`config.mk`:
```
export PLATFORM = sky130hd
export DESIGN_NAME = hbe_sqrt
export DESIGN_NICKNAME = d
export VERILOG_FILES = /design/src/rtl/heightmap_brush_edit_unit_macros.svh /design/src/rtl/hbe_pkg.sv /design/src/rtl/hbe_sqrt.sv
export SDC_FILE = /design/constraint.sdc
export NUM_CORES = 1
export LEC_CHECK = 0
export BUFFER_PORTS_ARGS = -buffer_cell sky130_fd_sc_hd__buf_2
export CAP_MARGIN = 30
export CORE_MARGIN = 2
export CORE_UTILIZATION = 40
export CTS_CLUSTER_SIZE = 20
export DETAILED_ROUTE_END_ITERATION = 6
export PLACE_DENSITY = 0.59
export SLEW_MARGIN = 20
export SYNTH_ARGS = -nofsm -noshare
export SYNTH_HDL_FRONTEND = slang
export SYNTH_SLANG_ARGS = --single-unit
```
`constraint.sdc`:
```
create_clock -name clk_i -period 8 [get_ports clk_i]
set_input_delay 1.2 -clock clk_i [delete_from_list [all_inputs] [get_ports clk_i]]
set_output_delay 1.2 -clock clk_i [all_outputs]
set_load 0.005 [all_outputs]
```
`src/rtl/heightmap_brush_edit_unit_macros.svh`:
```
// assertion macros for the heightmap brush edit unit
// expects clk_i and rst_ni in the scope of use
`ifndef HEIGHTMAP_BRUSH_EDIT_UNIT_MACROS_SVH
`define HEIGHTMAP_BRUSH_EDIT_UNIT_MACROS_SVH

// property checked on every clock edge outside reset
`define HBE_ASSERT(lbl, prop, msg) \
  lbl: assert property (@(posedge clk_i) disable iff (!rst_ni) (prop)) else $error(msg);

// condition in one cycle implies a condition in the next
`define HBE_ASSERT_NEXT(lbl, pre, post, msg) \
  lbl: assert property (@(posedge clk_i) disable iff (!rst_ni) (pre) |=> (post)) \
    else $error(msg);

`endif

```
`src/rtl/hbe_pkg.sv`:
```
// shared types, codes and constants of the heightmap brush edit unit
// no dependencies
`timescale 1ns / 1ps

package hbe_pkg;

  localparam int MAP_SIZE_DEF    = 128;
  localparam int KERNEL_SIZE_DEF = 4;

  localparam int CFG_IDX_W  = 2;
  localparam int CFG_DATA_W = 8;
  localparam int COORD_W    = 12;

  // ratio division: (num << 32) / den, num and den up to 17 bits
  localparam int QDIV_W = 49;
  localparam int DEN_W  = 17;
  localparam int QUOT_W = 33;
  localparam int ROOT_W = 17;

  localparam logic [ROOT_W-1:0] FACTOR_ONE = 17'h10000;
  localparam logic [12:0]       RECIP_100  = 13'd5243;
  localparam int                RECIP_SH   = 19;
  localparam logic [6:0]        PRESS_MAX  = 7'd100;

  typedef enum logic [1:0] {
    CFG_BRUSH_MODE = 2'd0,
    CFG_PRESSURE   = 2'd1,
    CFG_MAP_ROWS   = 2'd2,
    CFG_MAP_COLS   = 2'd3
  } cfg_idx_e;

  typedef enum logic [1:0] {
    MODE_ELEVATE = 2'd0,
    MODE_LOWER   = 2'd1,
    MODE_SMOOTH  = 2'd2
  } brush_mode_e;

  typedef enum logic {
    ACT_WRITE = 1'b0,
    ACT_EDIT  = 1'b1
  } action_e;

  typedef enum logic [3:0] {
    S_IDLE,
    S_CHECK,
    S_SQUARE,
    S_QGO,
    S_QWAIT,
    S_RGO,
    S_RWAIT,
    S_WIN,
    S_WLAST,
    S_AGO,
    S_AWAIT,
    S_BLEND,
    S_MULT,
    S_DONE
  } state_e;

  typedef struct packed {
    logic               action;
    logic        [6:0]  row;
    logic        [6:0]  col;
    logic signed [15:0] sample_value;
    logic        [6:0]  chunk_row;
    logic        [6:0]  chunk_col;
    logic        [7:0]  chunk_rows;
    logic        [7:0]  chunk_cols;
  } in_t;

  typedef struct packed {
    logic signed [15:0] new_height;
    logic        [6:0]  out_row;
    logic        [6:0]  out_col;
  } out_t;

endpackage

```
`src/rtl/hbe_sqrt.sv`:
```
// digit-by-digit integer square root, one result bit per cycle
// depends on hbe_pkg for widths
`timescale 1ns / 1ps

module hbe_sqrt import hbe_pkg::*; (
  input  logic              clk_i,
  input  logic              rst_ni,
  input  logic              start_i,
  input  logic [QUOT_W-1:0] value_i,
  output logic              done_o,
  output logic [ROOT_W-1:0] root_o
);

  localparam int RW = QUOT_W + 1;

  logic          busy_q, done_q;
  logic [RW-1:0] v_q, res_q, bit_q, t;
  logic          ge;

  always_comb begin
    t  = res_q + bit_q;
    ge = v_q >= t;
  end

  always_ff @(posedge clk_i or negedge rst_ni) begin
    if (!rst_ni) begin
      busy_q <= 1'b0;
      done_q <= 1'b0;
    end else begin
      done_q <= 1'b0;
      if (start_i) begin
        busy_q <= 1'b1;
      end else if (busy_q && bit_q[0]) begin
        busy_q <= 1'b0;
        done_q <= 1'b1;
      end
    end
  end

  always_ff @(posedge clk_i) begin
    if (start_i) begin
      v_q   <= {1'b0, value_i};
      res_q <= '0;
      bit_q <= RW'(1) << (QUOT_W - 1);
    end else if (busy_q) begin
      if (ge) begin
        v_q   <= v_q - t;
        res_q <= (res_q >> 1) + bit_q;
      end else begin
        res_q <= res_q >> 1;
      end
      bit_q <= bit_q >> 2;
    end
  end

  assign done_o = done_q;
  assign root_o = res_q[ROOT_W-1:0];

endmodule

```
==> run summary <==
The flow ran to the end, and the final reports show no timing, DRC or antenna violations. For this run, the slowest stage of the critical path takes 790 ps. The remaining design rule violation count is 0. Among cell families on the critical path, the largest total delay comes from simple AND/OR/NAND/NOR gates. The post-cts gate resize count came out at 0. After the first detailed-routing iteration, the DRC count stood at 452. The largest net degree at the start of global routing came out at 73. The relative contribution of the clock network to total power is 0.160. The distinct cell type count of the synthesized netlist came out at 67. For this design, the CTS-stage hold fixing added 0 buffers. The weighted congestion at the end of routability-driven global placement came out at 0.873. In this run the worst path has a maximum fanout of 21.

Of the total power, combinational logic draws 0.594. The half-perimeter wire length of the detailed placement result came out at 15,100 um. The internal power of the cells totals 1.61 mW.

The compound-cell area share of the yosys netlist is 0.249. The slowest stage of the critical path is the sky130_fd_sc_hd__nor2_2 cell. The share of final-layout standard cells stronger than drive strength 1 came out at 0.101. After clock tree synthesis, the clock-pin slew on the worst setup and hold paths is 70 ps. The worst reg2reg path depth came out at 18. The path class of the lowest-slack min-delay path is flip-flop to flip-flop. Synthesis produced a netlist whose cell count is 933. The most used flip-flop cell after synthesis is sky130_fd_sc_hd__dfxtp_1. In this run the critical register-to-register path is captured at res_q[30]. The count of maximum capacitance violations is 0. The post-synthesis share of cell area spent on and, or, nand and nor gates is 0.182. The number of antenna violations at the first check in global routing is 0.

The height of the die came out at 141 um. Across every metal layer, demand over resource in global routing totals 0.207. The first-pass iteration count of the detailed router is 7.

The number of enable-type register cells in the synthesized netlist is 33. The switching part of the total power is 0.463. The number of antenna cells inserted is 0. The register area share after synthesis came out at 0.275.

Setup repair after global routing left no endpoint under its margin. The via count of the first global-routing pass came out at 6,242. The number of vias per cell came out at 5.74. The summed negative setup slack over all endpoints came out at 0 ps. The data arrival time of the critical path is 5830 ps.

The number of synthesized register bits is 87. Traced cell by cell, the critical path runs through ha_1 > nand4_1 > nor3_1 > o211ai_1 > a31oi_1 > a31oi_1 > o21ai_0 > a31oi_1 > xor2_1 > ha_1 > nand4_2 > nor4_1 > nand3_1 > and4b_1 > o211a_2 > nor2_2 > o311ai_0 > a31oi_1. The clock tree from TritonCTS is done. Of all flip-flops after synthesis, the portion carrying an async set or reset was 0.0230. The tree is rooted in a sky130_fd_sc_hd__clkbuf_16. The post-route fraction of the period consumed by the critical path came out at 0.693. The tightest slew margin relative to the limit is 0.378. The number of top-level pins came out at 54. The worst-case clock buffer depth came out at 2.

The cell row count came out at 50. The achievable clock frequency came out at 180 MHz. The synthesized netlist net count is 1,040. The final net count came out at 1,050. The full die area came out at 20,000 um^2. The critical path buffer and inverter count came out at 0. The first global-routing pass estimated 32,800 um of wire. In the final routed layout, each cell accounts on average for 17.3 um. In this run the power density over the cells is 365 nW/um^2. The number of stages on the worst setup path is 18. The worst clock skew came out at 12.8 ps. The average size of a mapped cell came out at 8.10 um^2. STA classifies the critical path endpoint as a flip-flop. For the worst setup path, the data required time is 8280 ps. The capturing instance or port of the critical path is res_q[30].

The multiplexer share of the synthesized area is 0.0349. The peak supply drop came out at 0.207 mV. The final hold violation count came out at 0. The total number of vias came out at 6,783.

The library cell used most frequently in the layout, excluding fill and tap cells, is sky130_fd_sc_hd__nor2_1. TritonCTS created 9 clock buffers. The overall power of the completed layout is 2.99 mW. The aggregate global routing overflow is 0. The net switching power came out at 1.39 mW. The Yosys warning count came out at 0.

The overall routed net length came out at 20,400 um. The total setup buffers inserted after CTS came out at 0. The slew of the pin with the lowest slew margin is 931 ps.

The share of total power in sequential cells came out at 0.246. The setup violation total in the final timing report is 0. The critical path is of the flip-flop to flip-flop type.

The post-synthesis instance area came out at 7560 um^2. The post-route minimum period came out at 5550 ps. The number of sinks handled by clock tree synthesis is 87. The latest clock arrival within the worst-skew pair is 360 ps. The startpoint of the worst setup timing path is res_q[8].

The final antenna-violating net count came out at 0. In the layout the commonest cells are sky130_fd_sc_hd__nor2_1, sky130_fd_sc_hd__nand2_1, sky130_fd_sc_hd__ha_1. Of the total synthesized cell area, the portion taken by full adders, half adders and majority gates is 0.119. The area of the core region came out at 18,600 um^2. After synthesis, the largest family of logic cells by area is compound AO/OA/AOI/OAI gates. The most numerous cell type found on the critical path is sky130_fd_sc_hd__a31oi_1.

The area growth from synthesis to layout came out at 8.66%. The parity-gate share of the synthesized area counting xor and xnor cells came out at 0.0881. The H-tree was split into 3 levels. The count of buffers from port buffering is 53. The worst setup path is launched from a flip-flop. The width of the chip is 141 um.

The startpoint identified for the worst register-to-register timing path is res_q[8]. For this configuration, the core starts out at a cell density of 0.406. The reg-to-reg setup timing slack came out at 2450 ps. The final count of pins violating max slew came out at 0. The reported leakage power is 3.38 nW.
==> tightest hold or removal path, cell delays in order, from the launching register on <==
cell                      delay (ps)
sky130_fd_sc_hd__dfxtp_1         320
sky130_fd_sc_hd__o21ai_0          70
sky130_fd_sc_hd__a21oi_1          60
==> cells by family (layout without fill, tap and decap cells) <==
group                    Yosys count  count (layout)
buffers and inverters             80              95
AO/OA/AOI/OAI                    287             287
XOR/XNOR                          76              76
flip-flops                        87              87
adder cells (fa/ha/maj)           71              71
AND/OR/NAND/NOR                  306             306
multiplexers                      26              26
==> Yosys cell counts, types with 18 or more instances <==
library cell | number | area share
sky130_fd_sc_hd__xnor2_1 | 47 | 0.054
sky130_fd_sc_hd__o21ai_0 | 70 | 0.046
sky130_fd_sc_hd__buf_4 | 18 | 0.018
sky130_fd_sc_hd__nand2_1 | 95 | 0.047
sky130_fd_sc_hd__ha_1 | 70 | 0.12
sky130_fd_sc_hd__nor2_1 | 111 | 0.055
sky130_fd_sc_hd__clkbuf_1 | 29 | 0.014
sky130_fd_sc_hd__inv_1 | 22 | 0.011
sky130_fd_sc_hd__dfxtp_1 | 52 | 0.14
sky130_fd_sc_hd__a211oi_1 | 26 | 0.026
sky130_fd_sc_hd__nor3_1 | 25 | 0.017
sky130_fd_sc_hd__a21oi_1 | 59 | 0.039
sky130_fd_sc_hd__a31oi_1 | 28 | 0.023
sky130_fd_sc_hd__edfxtp_1 | 33 | 0.13
sky130_fd_sc_hd__xor2_1 | 29 | 0.034
sky130_fd_sc_hd__mux2i_1 | 23 | 0.030
==> area by class of cell <==
cell class / instances / area [um^2]
fill: 1900 / 10400
multi-input combinational: 766 / 5100
sequential: 87 / 2080
timing repair buffer: 57 / 318
tap: 234 / 293
clock buffer: 12 / 278
inverter: 22 / 82.6
clock inverter: 4 / 56.3
==> state kept, by name (all words and copies together) (netlist names) <==
signal  cells
bit_q      17
res_q      34
busy_q      1
done_o      1
v_q        34
==> routing by layer <==
metal  track usage  vias up  part of all wire
li1              -     3465                 -
met1         0.278     3145              0.47
met2         0.334      140              0.46
met3        0.0334       33             0.042
met4        0.0779        0             0.028
met5             0        -                 0
==> worst min path at each step <==
stage | end | slack [ps] | cells after the start | from
6_report | v_q[33] | 500 | 2 | v_q[33]
5_1_grt | v_q[33] | 540 | 2 | v_q[33]
4_1_cts | v_q[33] | 490 | 2 | v_q[33]
3_5_place_dp | v_q[33] | 480 | 2 | v_q[33]
3_3_place_gp | v_q[33] | 480 | 2 | v_q[33]
2_1_floorplan | v_q[33] | 450 | 2 | v_q[33]
==> power by group through the flow <==
stage	Clock, mW	Combinational, mW	Sequential, mW
after floorplan	0	1.38	0.711
after global placement	0	1.71	0.748
after detailed placement	0	1.76	0.746
after CTS	0.485	1.77	0.738
after global routing	0.501	1.97	0.754
final	0.478	1.78	0.737
==> per-stage QoR <==
stage	setup WS [ps]	area, um^2	std cells	util	hold slack [ps]
finish	2450	8210	1182	0.441	498
CTS	2450	8210	1182	0.441	493
floorplan	1280	7560	933	-	454
detailed placement	2480	7880	1166	0.423	482
global route	1930	8210	1182	0.441	535
global placement	2430	7850	1165	0.421	477
(Power assumes the default switching activity.)
