### src/rtl/heightmap_brush_edit_unit_macros.svh
// assertion macros for the heightmap brush edit unit
// expects clk_i and rst_ni in the scope of use
`ifndef HEIGHTMAP_BRUSH_EDIT_UNIT_MACROS_SVH
`define HEIGHTMAP_BRUSH_EDIT_UNIT_MACROS_SVH

// property checked on every clock edge outside reset
`define HBE_ASSERT(lbl, prop, msg) \
  lbl: assert property (@(posedge clk_i) disable iff (!rst_ni) (prop)) else $error(msg);

// condition in one cycle implies a condition in the next
`define HBE_ASSERT_NEXT(lbl, pre, post, msg) \
  lbl: assert property (@(posedge clk_i) disable iff (!rst_ni) (pre) |=> (post)) \
    else $error(msg);

`endif

### src/rtl/hbe_pkg.sv
// shared types, codes and constants of the heightmap brush edit unit
// no dependencies
`timescale 1ns / 1ps

package hbe_pkg;

  localparam int MAP_SIZE_DEF    = 128;
  localparam int KERNEL_SIZE_DEF = 4;

  localparam int CFG_IDX_W  = 2;
  localparam int CFG_DATA_W = 8;
  localparam int COORD_W    = 12;

  // ratio division: (num << 32) / den, num and den up to 17 bits
  localparam int QDIV_W = 49;
  localparam int DEN_W  = 17;
  localparam int QUOT_W = 33;
  localparam int ROOT_W = 17;

  localparam logic [ROOT_W-1:0] FACTOR_ONE = 17'h10000;
  localparam logic [12:0]       RECIP_100  = 13'd5243;
  localparam int                RECIP_SH   = 19;
  localparam logic [6:0]        PRESS_MAX  = 7'd100;

  typedef enum logic [1:0] {
    CFG_BRUSH_MODE = 2'd0,
    CFG_PRESSURE   = 2'd1,
    CFG_MAP_ROWS   = 2'd2,
    CFG_MAP_COLS   = 2'd3
  } cfg_idx_e;

  typedef enum logic [1:0] {
    MODE_ELEVATE = 2'd0,
    MODE_LOWER   = 2'd1,
    MODE_SMOOTH  = 2'd2
  } brush_mode_e;

  typedef enum logic {
    ACT_WRITE = 1'b0,
    ACT_EDIT  = 1'b1
  } action_e;

  typedef enum logic [3:0] {
    S_IDLE,
    S_CHECK,
    S_SQUARE,
    S_QGO,
    S_QWAIT,
    S_RGO,
    S_RWAIT,
    S_WIN,
    S_WLAST,
    S_AGO,
    S_AWAIT,
    S_BLEND,
    S_MULT,
    S_DONE
  } state_e;

  typedef struct packed {
    logic               action;
    logic        [6:0]  row;
    logic        [6:0]  col;
    logic signed [15:0] sample_value;
    logic        [6:0]  chunk_row;
    logic        [6:0]  chunk_col;
    logic        [7:0]  chunk_rows;
    logic        [7:0]  chunk_cols;
  } in_t;

  typedef struct packed {
    logic signed [15:0] new_height;
    logic        [6:0]  out_row;
    logic        [6:0]  out_col;
  } out_t;

endpackage

### src/rtl/hbe_div.sv
// bit-serial restoring divider, one quotient bit per cycle
// dividend is top aligned, steps gives the number of quotient bits
`timescale 1ns / 1ps

module hbe_div import hbe_pkg::*; #(
  parameter int DW = QDIV_W,
  parameter int VW = DEN_W
) (
  input  logic                   clk_i,
  input  logic                   rst_ni,
  input  logic                   start_i,
  input  logic [DW-1:0]          dividend_i,
  input  logic [VW-1:0]          divisor_i,
  input  logic [$clog2(DW+1)-1:0] steps_i,
  output logic                   busy_o,
  output logic                   done_o,
  output logic [DW-1:0]          quot_o,
  output logic [VW-1:0]          rem_o
);

  localparam int CNT_W = $clog2(DW+1);

  logic             busy_q, done_q;
  logic [CNT_W-1:0] cnt_q;
  logic [DW-1:0]    acc_q, acc_d;
  logic [VW-1:0]    rem_q, rem_d, div_q;
  logic [VW:0]      trial, diff;
  logic             ge;

  always_comb begin
    trial = {rem_q, acc_q[DW-1]};
    ge    = trial >= {1'b0, div_q};
    diff  = trial - {1'b0, div_q};
    rem_d = ge ? diff[VW-1:0] : trial[VW-1:0];
    acc_d = {acc_q[DW-2:0], ge};
  end

  always_ff @(posedge clk_i or negedge rst_ni) begin
    if (!rst_ni) begin
      busy_q <= 1'b0;
      done_q <= 1'b0;
      cnt_q  <= '0;
    end else begin
      done_q <= 1'b0;
      if (start_i) begin
        busy_q <= 1'b1;
        cnt_q  <= steps_i;
      end else if (busy_q) begin
        cnt_q <= cnt_q - CNT_W'(1);
        if (cnt_q == CNT_W'(1)) begin
          busy_q <= 1'b0;
          done_q <= 1'b1;
        end
      end
    end
  end

  always_ff @(posedge clk_i) begin
    if (start_i) begin
      acc_q <= dividend_i;
      rem_q <= '0;
      div_q <= divisor_i;
    end else if (busy_q) begin
      acc_q <= acc_d;
      rem_q <= rem_d;
    end
  end

  assign busy_o = busy_q;
  assign done_o = done_q;
  assign quot_o = acc_q;
  assign rem_o  = rem_q;

endmodule

### config.mk
export PLATFORM = sky130hd
export DESIGN_NAME = hbe_div
export DESIGN_NICKNAME = d
export VERILOG_FILES = /design/src/rtl/heightmap_brush_edit_unit_macros.svh /design/src/rtl/hbe_pkg.sv /design/src/rtl/hbe_div.sv
export SDC_FILE = /design/constraint.sdc
export NUM_CORES = 1
export LEC_CHECK = 0
export BUFFER_PORTS_ARGS = -buffer_cell sky130_fd_sc_hd__buf_4
export CORE_ASPECT_RATIO = 1.1
export CORE_MARGIN = 3
export CORE_UTILIZATION = 30
export DETAILED_ROUTE_END_ITERATION = 10
export PLACE_DENSITY = 0.5
export SYNTH_ARGS = -nofsm -noshare
export SYNTH_HDL_FRONTEND = slang
export SYNTH_SLANG_ARGS = --single-unit
### constraint.sdc
create_clock -name clk_i -period 3.2 [get_ports clk_i]
set_clock_uncertainty 0.15 [all_clocks]
set_input_delay 0.32 -clock clk_i [delete_from_list [all_inputs] [get_ports clk_i]]
set_output_delay 0.32 -clock clk_i [all_outputs]
set_load 0.02 [all_outputs]
==> results of run 1 <==
## worst max-delay path by stage
stage                           from         to  slack, ps  cells past startpoint
final                     quot_o[48]  rem_o[10]        280                     11
after global routing      quot_o[48]  rem_o[10]         20                     11
after CTS                 quot_o[48]  rem_o[10]        130                     11
after detailed placement  quot_o[48]  rem_o[10]        160                     11
after global placement    quot_o[48]  rem_o[10]        270                     11
after floorplan           quot_o[48]  quot_o[0]        410                     10
## critical path, cell delays in order, from the launching register on
cell       delay [ps]
edfxtp_1          390
inv_1             100
ha_1              160
inv_1              50
fa_1              420
a211oi_1          310
o21a_1            210
o2bb2ai_1         150
a21o_2            320
buf_4             220
mux2i_1           130
a211oi_1          230
## kinds of logic (layout without fill, tap and decap cells)
logic type | Yosys count | after routing
XOR/XNOR | 14 | 14
AND/OR/NAND/NOR | 85 | 85
buffers and inverters | 44 | 205
multiplexers | 56 | 56
flip-flops | 91 | 91
adder cells (fa/ha/maj) | 20 | 20
AO/OA/AOI/OAI | 81 | 81
## flip-flops by register name, summed over array words and instances (netlist names)
signal,count
cnt_q,6
done_o,1
busy_o,1
div_q,17
rem_o,17
quot_o,49
## metrics by stage
stage / std cells / setup slack, ps
after floorplan: 391 / 408
after global placement: 715 / 265
after detailed placement: 715 / 156
after CTS: 747 / 126
after global routing: 748 / 19.9
final: 748 / 280
## final cells by class
type / instances / area, um2
clock buffers: 10 / 229
clock inverters: 6 / 41.3
fillers: 1469 / 8780
inverters: 25 / 93.8
multi-input cells: 256 / 1980
flip-flops and latches: 91 / 2520
well taps: 196 / 245
repair buffers: 164 / 1290
## power breakdown
group	leakage [uW]	internal (uW)	total [uW]	switching, uW
Clock	0.000125	526	979	452
Combinational	0.00167	877	1950	1070
Sequential	0.000919	1510	1700	192
## cells in the mapped netlist, drive strengths merged, types with 2 or more instances
library cell,number
o311ai,2
inv,25
ha,19
nand3,6
nand2,28
nand2b,5
or3,4
clkbuf,14
o21a,2
a21oi,18
a31oi,3
nor3b,3
and3,3
o21ai,22
a311oi,5
edfxtp,66
mux2i,7
nor3,4
buf,5
a211oi,9
a21o,4
dfxtp,17
dfrtp,8
mux2,49
nand4,6
nor4,2
nor2,18
xor2,6
o221ai,2
o211ai,2
a211o,2
xnor2,8
## per-layer routing
layer	part of all wire	vias to the layer above
met2	0.47	118
met1	0.43	1746
met5	0	-
li1	-	1775
met3	0.079	17
met4	0.019	0
## timing repair
action | CTS | global route
hold endpoints to repair | 23 | 1
hold buffers | 16 | 1
setup endpoints to repair | 0 | 2
resized for setup | 0 | 1
buffers inserted | 0 | 0
==> flow_summary.yaml, run 1 <==
detailed_routing:
  wl_mm: 12.0
  routedWlPerCell_um: 16.1
  antenna_left: 0
  drt_iter0_markers: 291
  routed-via-count: 3656
  viasPerCell: 4.89
  dr.pass1.iters: 4
  remaining_drc_errors: 0
critical_path:
  reg2reg_depth: 11
  rrSetupSlack_ps: 280
  cp_max_fo: 11
  reg2reg_to: "rem_o[10]"
  cp-end-kind: "register"
  r2r-start: "quot_o[48]"
  critPathLaunchType: "register"
  required_ps: 3310
  criticalPathCategory: "reg -> reg"
  cp_data_arrival_time_ps: 3030
yosys:
  syn_area_um2: 4680
  synth_fp_nets: 486
  synth-simple-area-share: 0.0908
  synth_top_area_frac: 0.423
  synth_area_per_cell_um2: 12.0
  synth_compound_area_frac: 0.117
  synth_cells: 391
  synth_fa_ha_area_frac: 0.0550
  ys_seq_area_frac: 0.538
  synth_edf_count: 66
  yosys_register_bits: 91
  yosysWarnings: 0
  synthArstFlopShare: 0.0879
  synth_top_family_by_area: "multiplexers"
  ys_top_cells_by_area: "edfxtp_1, mux2_2, dfxtp_1"
  synth_top_cell_by_area: "edfxtp_1"
  yosys-mux-area-fraction: 0.133
  yosys.cell_types.count: 55
  synth_ff_type: "edfxtp_1"
  synth_xor_area_frac: 0.0262
place:
  io_buffers: 142
  gp_congestion: 0.849
  dp_hpwl_mm: 8.66
  postPlaceCellArea_um2: 5950
power_and_ir_drop:
  ir_drop_mv: 0.274
  p_per_area_nw_per_um2: 723
  power_leakage_uw: 0.00272
  finalPower_uw: 4620
final_layout:
  drive_gt1_frac: 0.397
  synthToLayoutAreaGrowth_pct: 36.5
  fin_util: 0.421
  mostFrequentLayoutCells: "buf_4, edfxtp_1, mux2_2"
  final_common_cell: "buf_4"
  design_area_um2: 6390
  n_antenna_cell: 0
  fin_nets: 642
clocking:
  numCtsBuffers: 9
  cts_root_buf: "clkbuf_16"
  clock_latency_ps: 340
  clk_path_buf_depth: 2
  clock_sinks: 91
  cts.clk_slew.worst_paths_ps: 70
  htree_levels: 3
  cts_tree: "yes"
job:
  drv_cap: 0
die:
  chipHeight_um: 137
  fp.dieW_um: 125
  start_util: 0.309
  rows: 47
  core_um2: 15200
  io_pins: 143
  dieArea_um2: 17200
global_route:
  grt_util_met3: 0.0535
  grt_busiest_layer: "met2"
  grt_pass1_wl_mm: 18.9
  grt_overflow: 0
  grtUsageMet2: 0.219
  antenna_found_initial: 0
  gr-usage-met1: 0.173
  grt_pass1_vias: 3705
  grt_usage: 0.139
  grt_max_degree: 90
sta:
  relSlewSlack: 0.561
  period_minus_slack_ps: 2920
  hold_viol_final: 0
  max_clock_freq_mhz: 342
  drv_slew: 0
  tightest_slew_ps: 659
  setup_tns_ps: 0
  timing.hold.ws_ps: 25.7
  min_period_over_period: 0.912
  rsz0062_at_grt: "no"
  final-setup-viol-count: 0
min_path:
  hp-class: "in -> reg"
  min_from: "divisor_i[16]"
  min_path_cells: 1
  holdPathEnd: "div_q[16]"
outcome:
  status: "finished, final reports clean"
(Power assumes the default switching activity.)
==> run 2, diff against run 1 <==
--- a/config.mk
+++ b/config.mk
@@ -6,11 +6,13 @@
 export NUM_CORES = 1
 export LEC_CHECK = 0
 export BUFFER_PORTS_ARGS = -buffer_cell sky130_fd_sc_hd__buf_4
+export CELL_PAD_IN_SITES_DETAIL_PLACEMENT = 0
+export CELL_PAD_IN_SITES_GLOBAL_PLACEMENT = 2
 export CORE_ASPECT_RATIO = 1.1
 export CORE_MARGIN = 3
 export CORE_UTILIZATION = 30
 export DETAILED_ROUTE_END_ITERATION = 10
-export PLACE_DENSITY = 0.5
+export PLACE_DENSITY = 0.73
 export SYNTH_ARGS = -nofsm -noshare
 export SYNTH_HDL_FRONTEND = slang
 export SYNTH_SLANG_ARGS = --single-unit
==> run 2 against run 1 <==
Sequential cell count unchanged. Largest power group unchanged. Critical path depth unchanged. Total power rose by 2.1%. Final cell count increased by 0.67%. Combinational power about the same. Highest routed layer unchanged.
==> flow_summary.yaml, run 2 (same netlist as run 1, synthesis figures left out) <==
detailed_routing:
  drt_iter0_markers: 171
  dr.pass1.iters: 4
  viasPerCell: 4.92
  wl_mm: 12.2
  routedWlPerCell_um: 16.2
  routed-via-count: 3705
  antenna_left: 0
  remaining_drc_errors: 0
global_route:
  grt_pass1_wl_mm: 19.2
  grt_pass1_vias: 3779
  grt_max_degree: 60
  antenna_found_initial: 0
  grt_overflow: 0
  grt_usage: 0.141
sta:
  drv_slew: 0
  period_minus_slack_ps: 2960
  final-setup-viol-count: 0
  relSlewSlack: 0.499
  rsz0062_at_grt: "no"
  tightest_slew_ps: 752
  setup_tns_ps: 0
  max_clock_freq_mhz: 338
  min_period_over_period: 0.926
  hold_viol_final: 0
final_layout:
  synthToLayoutAreaGrowth_pct: 37.7
  largest_reg_flops: 49
  mostFrequentLayoutCells: "buf_4, edfxtp_1, mux2_2"
  nFillCells: 1471
  design_area_um2: 6450
  n_antenna_cell: 0
  fin_nets: 647
  drive_gt1_frac: 0.402
  final_common_cell: "buf_4"
die:
  chipHeight_um: 137
  rows: 47
  dieArea_um2: 17200
  fp.dieW_um: 125
  core_um2: 15200
  io_pins: 143
  start_util: 0.309
min_path:
  min_from: "steps_i[5]"
  min_path_cells: 3
  hp-class: "in -> reg"
  holdPathEnd: "cnt_q[5]"
clocking:
  cts_tree: "yes"
  clock_sinks: 91
  cts.clk_slew.worst_paths_ps: 70
  cts_root_buf: "clkbuf_16"
  htree_levels: 3
  postCtsSetupRepairBufs: 0
  numCtsBuffers: 9
  clk_path_buf_depth: 2
  clock_latency_ps: 350
place:
  postPlaceCellArea_um2: 5980
  dp_hpwl_mm: 9.10
  io_buffers: 142
  gp_congestion: 0.824
critical_path:
  r2r-start: "quot_o[48]"
  required_ps: 3310
  cp_data_arrival_time_ps: 3070
  cp_top_family: "compound AO/OA/AOI/OAI gates"
  criticalPathCategory: "reg -> reg"
  cp_slowest_cell: "fa_1"
  critPathLaunchType: "register"
  slowest_delay_ps: 420
  cp_cell_sequence: "inv_1, ha_1, inv_1, fa_1, a211oi_1, o21a_1, o2bb2ai_1, a21o_2, buf_4, mux2i_1, a211oi_1"
  cp-end-kind: "register"
  reg2reg_depth: 11
  cp_max_fo: 11
  reg2reg_to: "rem_o[10]"
  rrSetupSlack_ps: 240
  cp.buffers_inverters: 3
  startpoint: "quot_o[48]"
power_and_ir_drop:
  p_seq_frac: 0.360
  power.internal_uw: 2940
  ir_drop_mv: 0.285
  p_clk_frac: 0.222
  power_leakage_uw: 0.00275
  power_frac_comb: 0.418
  swShare: 0.377
  p_per_area_nw_per_um2: 732
  switching_power_uw: 1780
job:
  drv_cap: 0
outcome:
  status: "finished, final reports clean"
run 2: area by class of cell:
cell class / instances / area (um2) / area share
Clock inverter: 7 / 60.1 / 0.00931
Clock buffer: 9 / 225 / 0.0349
Sequential cell: 91 / 2520 / 0.391
Tap cell: 196 / 245 / 0.0380
Inverter: 25 / 93.8 / 0.0145
Timing Repair Buffer: 169 / 1330 / 0.206
Multi-Input combinational cell: 256 / 1980 / 0.306
run 2: how the worst max path moves through the flow:
stage / to / slack, ps / cells after the start
after CTS: rem_o[8] / 130 / 11
after detailed placement: rem_o[8] / 170 / 11
final: rem_o[10] / 240 / 11
after global routing: rem_o[15] / 70 / 10
after global placement: rem_o[8] / 260 / 11
after floorplan: quot_o[0] / 410 / 10
run 2: through the flow:
stage,total power [uW],hold slack (ps),instances,setup slack (ps),util
after floorplan,3010,-126,391,408,-
after global placement,3710,-4.70,719,256,0.394
after detailed placement,3700,-5.30,719,170,0.394
after CTS,4790,20.3,753,126,0.425
after global routing,5040,38.7,753,72.4,0.425
final,4720,31.8,753,238,0.425
run 2: tightest hold or removal path, stage by stage:
cell     delay (ps)
buf_4            70
nand2_1          40
o21ai_0          50
run 2: layer usage:
metal | routed length [um] | share of wire | vias to the layer above | GRT usage
met4 | 141 | 0.012 | 0 | 0.0428
li1 | - | - | 1783 | -
met5 | 0 | 0 | - | 0
met2 | 5820 | 0.48 | 112 | 0.226
met3 | 1060 | 0.087 | 12 | 0.0632
met1 | 5180 | 0.42 | 1798 | 0.172
run 2: what timing repair did:
action | 4_1_cts | 5_1_grt
endpoints found under the hold margin | 25 | 0
resized for setup | 0 | 1
hold buffers | 18 | 0
setup endpoints to repair | 0 | 1
run 2: power groups by stage:
stage                     combinational, uW  clock (uW)  sequential, uW
after floorplan                        1110           0            1900
after global placement                 1980           0            1730
after detailed placement               1980           0            1730
after CTS                              2000        1080            1710
after global routing                   2170        1130            1740
final                                  1970        1050            1700
